===== config.mk =====
export PLATFORM = sky130hd
export DESIGN_NAME = qchd_fifo
export DESIGN_NICKNAME = d
export VERILOG_FILES = /design/src/rtl/qchd_pkg.sv /design/src/rtl/qchd_fifo.sv
export SDC_FILE = /design/constraint.sdc
export NUM_CORES = 1
export LEC_CHECK = 0
export BUFFER_PORTS_ARGS = -buffer_cell sky130_fd_sc_hd__clkbuf_2
export CAP_MARGIN = 15
export CELL_PAD_IN_SITES_DETAIL_PLACEMENT = 1
export CELL_PAD_IN_SITES_GLOBAL_PLACEMENT = 1
export CORE_MARGIN = 3
export CORE_UTILIZATION = 54
export DETAILED_ROUTE_END_ITERATION = 6
export PLACE_DENSITY_LB_ADDON = 0.1
export SYNTH_ARGS = -nofsm -noshare
export SYNTH_HDL_FRONTEND = slang
export SYNTH_SLANG_ARGS = --single-unit

===== constraint.sdc =====
create_clock -name clk -period 3.8 [get_ports clk]
set_input_delay 0.38 -clock clk [delete_from_list [all_inputs] [get_ports clk]]
set_output_delay 0.38 -clock clk [all_outputs]
set_load 0.05 [all_outputs]

===== src/rtl/qchd_pkg.sv =====
// Package for the quantized color histogram difference unit.
// Holds command and register codes, queue item and state types, and the
// reciprocal constants for the channel divide. No dependencies.
package qchd_pkg;

    localparam int CHAN_W   = 8;
    localparam int BUCKET_W = 24;
    localparam int QUEUE_DEPTH = 4;

    localparam int RECIP_SHIFT = 16;
    localparam int RECIP_W     = 17;
    localparam int DIV_ENTRIES = 256;

    localparam logic [CHAN_W-1:0] CHAN_MAX = 8'd255;

    localparam logic [1:0] CMD_INS_A = 2'd0;
    localparam logic [1:0] CMD_INS_B = 2'd1;
    localparam logic [1:0] CMD_QUERY = 2'd2;
    localparam logic [1:0] CMD_CLEAR = 2'd3;

    localparam logic REG_FUDGE    = 1'b0;
    localparam logic REG_ADDITIVE = 1'b1;

    localparam logic [CHAN_W-1:0] FUDGE_RESET    = 8'd10;
    localparam logic              ADDITIVE_RESET = 1'b1;

    typedef enum logic [1:0] {
        OP_INS_A,
        OP_INS_B,
        OP_QUERY,
        OP_CLEAR
    } qchd_op_t;

    typedef struct packed {
        qchd_op_t              op;
        logic                  in_range;
        logic [BUCKET_W-1:0]   addr;
        logic [BUCKET_W-1:0]   bucket;
    } qchd_item_t;

    typedef enum logic [1:0] {
        ST_CLEAR,
        ST_IDLE,
        ST_ACCESS
    } qchd_state_t;

endpackage


===== src/rtl/qchd_fifo.sv =====
// Short item queue between front end and store access.
// Uses qchd_pkg for the item type and depth.
module qchd_fifo (
    input  logic                 clk,
    input  logic                 rst_n,
    input  logic                 in_valid,
    output logic                 in_ready,
    input  qchd_pkg::qchd_item_t in_item,
    output logic                 out_valid,
    input  logic                 out_ready,
    output qchd_pkg::qchd_item_t out_item
);

    localparam int PW = $clog2(qchd_pkg::QUEUE_DEPTH);
    localparam int CW = $clog2(qchd_pkg::QUEUE_DEPTH + 1);

    qchd_pkg::qchd_item_t slot_reg [qchd_pkg::QUEUE_DEPTH];
    logic [PW-1:0] wr_ptr_reg;
    logic [PW-1:0] rd_ptr_reg;
    logic [CW-1:0] count_reg;
    logic [PW-1:0] wr_ptr_next;
    logic [PW-1:0] rd_ptr_next;
    logic [CW-1:0] count_next;
    logic          push;
    logic          pop;

    assign in_ready  = (count_reg != CW'(qchd_pkg::QUEUE_DEPTH));
    assign out_valid = (count_reg != '0);
    assign out_item  = slot_reg[rd_ptr_reg];
    assign push      = in_valid && in_ready;
    assign pop       = out_valid && out_ready;

    always_comb
    begin
        wr_ptr_next = push ? wr_ptr_reg + PW'(1) : wr_ptr_reg;
        rd_ptr_next = pop ? rd_ptr_reg + PW'(1) : rd_ptr_reg;
        count_next  = count_reg + CW'(push) - CW'(pop);
    end

    always_ff @(posedge clk or negedge rst_n)
    begin
        if (!rst_n)
        begin
            wr_ptr_reg <= '0;
            rd_ptr_reg <= '0;
            count_reg  <= '0;
        end
        else
        begin
            wr_ptr_reg <= wr_ptr_next;
            rd_ptr_reg <= rd_ptr_next;
            count_reg  <= count_next;
        end
    end

    always_ff @(posedge clk)
    begin
        if (push)
        begin
            slot_reg[wr_ptr_reg] <= in_item;
        end
    end

endmodule


## After elaboration in Yosys (flattened, before gate mapping)

Memory sizes are Yosys's and may differ from the RTL's.
Index checks and enable logic that the tools add are counted.

| storage, ports and cells | value |
|---|---|
| memories | 1 |
| flip-flop bits (word level) | 7 |
| logic and storage cells | 14 |
| RAM bits | 204 |

Memories:

| memory | depth | bits a word | read ports | clocked after memory_dff | wr ports | RTL line | source |
|---|---|---|---|---|---|---|---|
| slot_reg | 4 | 51 | 1 | 0 | 1 | qchd_fifo.sv:17 | `qchd_pkg::qchd_item_t slot_reg [qchd_pkg::QUEUE_DEPTH];` |

| operators by class | value |
|---|---|
| equality and inequality tests | 1 |
| add/subtract/negate cells | 4 |
| multiplexer cells | 2 |
| reduce and logical (&&, ||, !) cells | 3 |

Operators with widths:

| cell | count |
|---|---|
| adder 2 x 1 -> 2 bit, second input constant | 2 |
| adder 3 x 1 -> 3 bit | 1 |
| inequality test 3 bit, second input constant | 1 |
| nonzero test 3 bit | 1 |
| subtractor 3 x 1 -> 3 bit | 1 |
| logical AND 1 bit | 2 |
| two-way mux 1 bit | 2 |

## Longest topological paths before layout

| logic depth | value |
|---|---|
| depth after elaboration | 4 |
| mapped depth | 9 |
| depth with buffers taken out | 9 |

## Worst setup path before layout

OpenSTA, ideal clock, no wires.

| timing | value |
|---|---|
| path kind | register to register |
| start | reg count_reg[2] |
| end | mem slot_reg[0][0] (netlist bit) (enable) |
| stages on the path, launching flop included | 3 |
| arrival | 1.947 ns |
| setup slack | 1.439 ns |
| clock period less this slack | 2.361 ns |
| path buffers | 0 |
| path through | dfrtp_1 nor3b_2 and3b_1 |

| between the ends | value |
|---|---|
| longest elaborated chain between the ends | 4 |

RTL lines:

| what | RTL line | source |
|---|---|---|
| start, declared | qchd_fifo.sv:20 | `logic [CW-1:0] count_reg;` |
| start signal, assigned | qchd_fifo.sv:52 | `count_reg <= count_next;` |
| inequality test 3 bit | qchd_fifo.sv:27 | `assign in_ready = (count_reg != CW'(qchd_pkg::QUEUE_DEPTH));` |
| logical AND 1 bit | qchd_fifo.sv:30 | `assign push = in_valid && in_ready;` |
| two-way mux 1 bit | qchd_fifo.sv:58 | `if (push)` |
| two-way mux 1 bit (implied by the code) | qchd_fifo.sv:60 | `slot_reg[wr_ptr_reg] <= in_item;` |
| end, declared | qchd_fifo.sv:17 |  |

No other way between the ends.

==> metrics.csv <==
metric,value,unit
max_freq,345,MHz
grt_pass1_wl,23500,um
power,8330,uW
synthDominantCellAreaShare,77.6,%
drc,0,
outcome,"finished, final reports clean",
core_area,14100,sq um
critPathTopFamily,flip-flops,
dieArea,16100,sq um
drv_cap,0,
synth_area,7890,sq um
path_cells,buf_12 > mux4_1 > clkbuf_2,
synth.distinct_cells,22,
top_layer_used,met4,
p_per_area,902,nW/um^2
syn_avg_cell_area,25.6,sq um
ys_seq_area_share,79.8,%
finClkSkew,0.00935,ns
cp-start-kind,flop,
crit_fanout,33,
wl_met3,761,um
dp_slack,1.35,ns
routed_via_density,5.71,
tightest_slew,0.680,ns
layout.nets,499,
fill_cells,1166,
power.leakage,0.00323,uW
fin_util,65.5,%
hold_buffers,1,
drv_slew,0,
cp.arrival,2.52,ns
fin_crit_sh,76.3,%
cts_setup_buffers,0,
wl_met1,6260,um
endpoint_kind,output port,
yosys_warnings,0,
first_pass_iters,6,
area_delta_synth_final,16.9,%
finalCriticalPeriod,2.90,ns
clkLatencyLatePin,0.48,ns
ys_ff_latch,211,
postLayoutSetupSlackWorst,0.902,ns
cts_max_path_buffers,3,
numCtsBuffers,21,
relSlewSlack,54.7,%
fp.dieW,127,um
cts_resized,0,
place.port_buffers,107,
hpwlAfterDp,9350,um
cts-root-buf,clkbuf_16,
drt_wl_total,14900,um
cts_tree,done,
first_global_vias,4020,
die_h,127,um
initial_utilization,56.0,%
grt_start_max_net_pins,38,
hold_viol_final,0,
met2WireLength,7680,um
finalSetupTns,0,ns
h-tree-depth,1,
clk_pin_slew,0.06,ns
min_path_type,input pin to flop,
path_class,flop to output port,
via_count,3595,
grt_setup_unrepaired,false,
synthCells,308,
setup_viol,0,
max_stage_delay,0.87,ns
drtIter0Drc,298,
num_io_pins,108,
cp_data_required_time,3.42,ns
grt_use_total,19.2,%
ant_nets,0,
final_layout_size_suffix_gt1_share,44.1,%
critical_path_buf_inv_count,2,
vdd_drop_max,0.000727,V
reg2reg_setup_slack,1.48,ns
synth.largest_area_cell,edfxtp_1,
grt-ovfl-total,0,
core.rowCount,43,
crit_slowest_cell,dfrtp_4,
synth.area.top_cells,"edfxtp_1, mux4_2, dfrtp_1, buf_12, mux4_1",
largest_register_ffs,204,
gp_congestion,0.682,
syn_nets,370,
antenna_found_initial,1,
cts.sinks,211,
wl_per_cell,23.7,um
## cells in the mapped netlist (all sizes together)
cell / number
fa: 1
dfrtp: 7
and3b: 4
buf: 11
o31a: 1
nand2: 1
edfxtp: 204
nor3b: 1
nand2b: 4
or3: 1
nand4bb: 2
xor2: 1
xnor2: 3
o211ai: 2
inv: 6
mux4: 51
ha: 6
clkbuf: 1
o311ai: 1
## cell usage in the layout (no fill, tap or decap)
cell type	count
buf_4	9
o31a_1	1
diode_2	1
clkbuf_8	2
o311ai_0	1
mux4_2	48
clkbuf_1	4
dfrtp_2	1
inv_6	1
ha_1	6
dlygate4sd3_1	1
nand4bb_1	2
buf_12	1
o211ai_1	2
clkbuf_16	21
nand2_1	1
edfxtp_1	204
inv_1	6
or3_1	1
dfrtp_4	1
clkbuf_2	107
clkinv_2	2
fa_1	1
mux4_1	3
xnor2_1	3
xor2_1	1
clkinv_1	5
and3b_2	4
nor3b_2	1
nand2b_1	4
dfrtp_1	5
## worst register-to-register path, cell delays in order (launching register included)
cell and delay, ns:
dfrtp_1 0.47, nor3b_2 0.42, nand2b_1 0.18, ha_1 0.23, inv_1 0.06, ha_1 0.13, inv_1 0.05, fa_1 0.37
xnor2_1 0.15, xnor2_1 0.13
## area by class of cell
| type | instances | area, sq um | share of cell area, % |
|---|---|---|---|
| sequential | 211 | 6310 | 68.3 |
| multi-input combinational | 79 | 1430 | 15.5 |
| timing repair buffer | 118 | 633 | 6.86 |
| clock buffer | 27 | 568 | 6.16 |
| tap | 180 | 225 | 2.44 |
| clock inverter | 8 | 37.5 | 0.407 |
| inverter | 6 | 22.5 | 0.244 |
| antenna | 1 | 2.50 | 0.0271 |
## stage by stage
| stage | cells | instance area [sq um] | hold slack (ns) |
|---|---|---|---|
| detailed placement | 593 | 8610 | 0.240 |
| floorplan | 308 | 7890 | 0.0844 |
| finish | 630 | 9230 | 0.116 |
| global route | 630 | 9230 | 0.105 |
| global placement | 593 | 8610 | 0.234 |
| CTS | 629 | 9230 | 0.100 |
## routing by layer
metal | up-vias | global-route usage [%]
met4 | 0 | 4.67
met2 | 111 | 31.7
met5 | - | 0
met1 | 1891 | 27.2
li1 | 1578 | -
met3 | 15 | 3.33
## worst paths after layout
path                       cells past startpoint          start              end
min reg2reg                                    2  wr_ptr_reg[0]    wr_ptr_reg[0]
min in group asynchronous                      2          rst_n    rd_ptr_reg[1]
max                                            3  rd_ptr_reg[0]      out_item[0]
max in group asynchronous                      2          rst_n    rd_ptr_reg[0]
min                                            1    in_item[35]  slot_reg[2][35]
max reg2reg                                    9   count_reg[1]     count_reg[2]
## cells by family (layout without fill, tap and decap cells)
| logic type | after synthesis | after routing | synth area share, % |
|---|---|---|---|
| xor gates and xnor gates | 4 | 4 | 0.444 |
| and+or+nand+nor | 13 | 13 | 1.33 |
| DFF | 211 | 211 | 79.8 |
| buffers and inverters | 18 | 159 | 2.06 |
| AOI/OAI and AO/OA | 4 | 4 | 0.412 |
| other | 0 | 1 | 0 |
| muxes | 51 | 51 | 14.7 |
| adders and majority gates | 7 | 7 | 1.20 |
## power breakdown
part           internal (uW)  switching, uW  leakage (uW)  total (uW)
registers               3080            308       0.00195        3380
logic                    968           2140      0.000979        3110
clock network           1050            782      0.000298        1830
No activity file was read; power rests on OpenSTA's default activity.
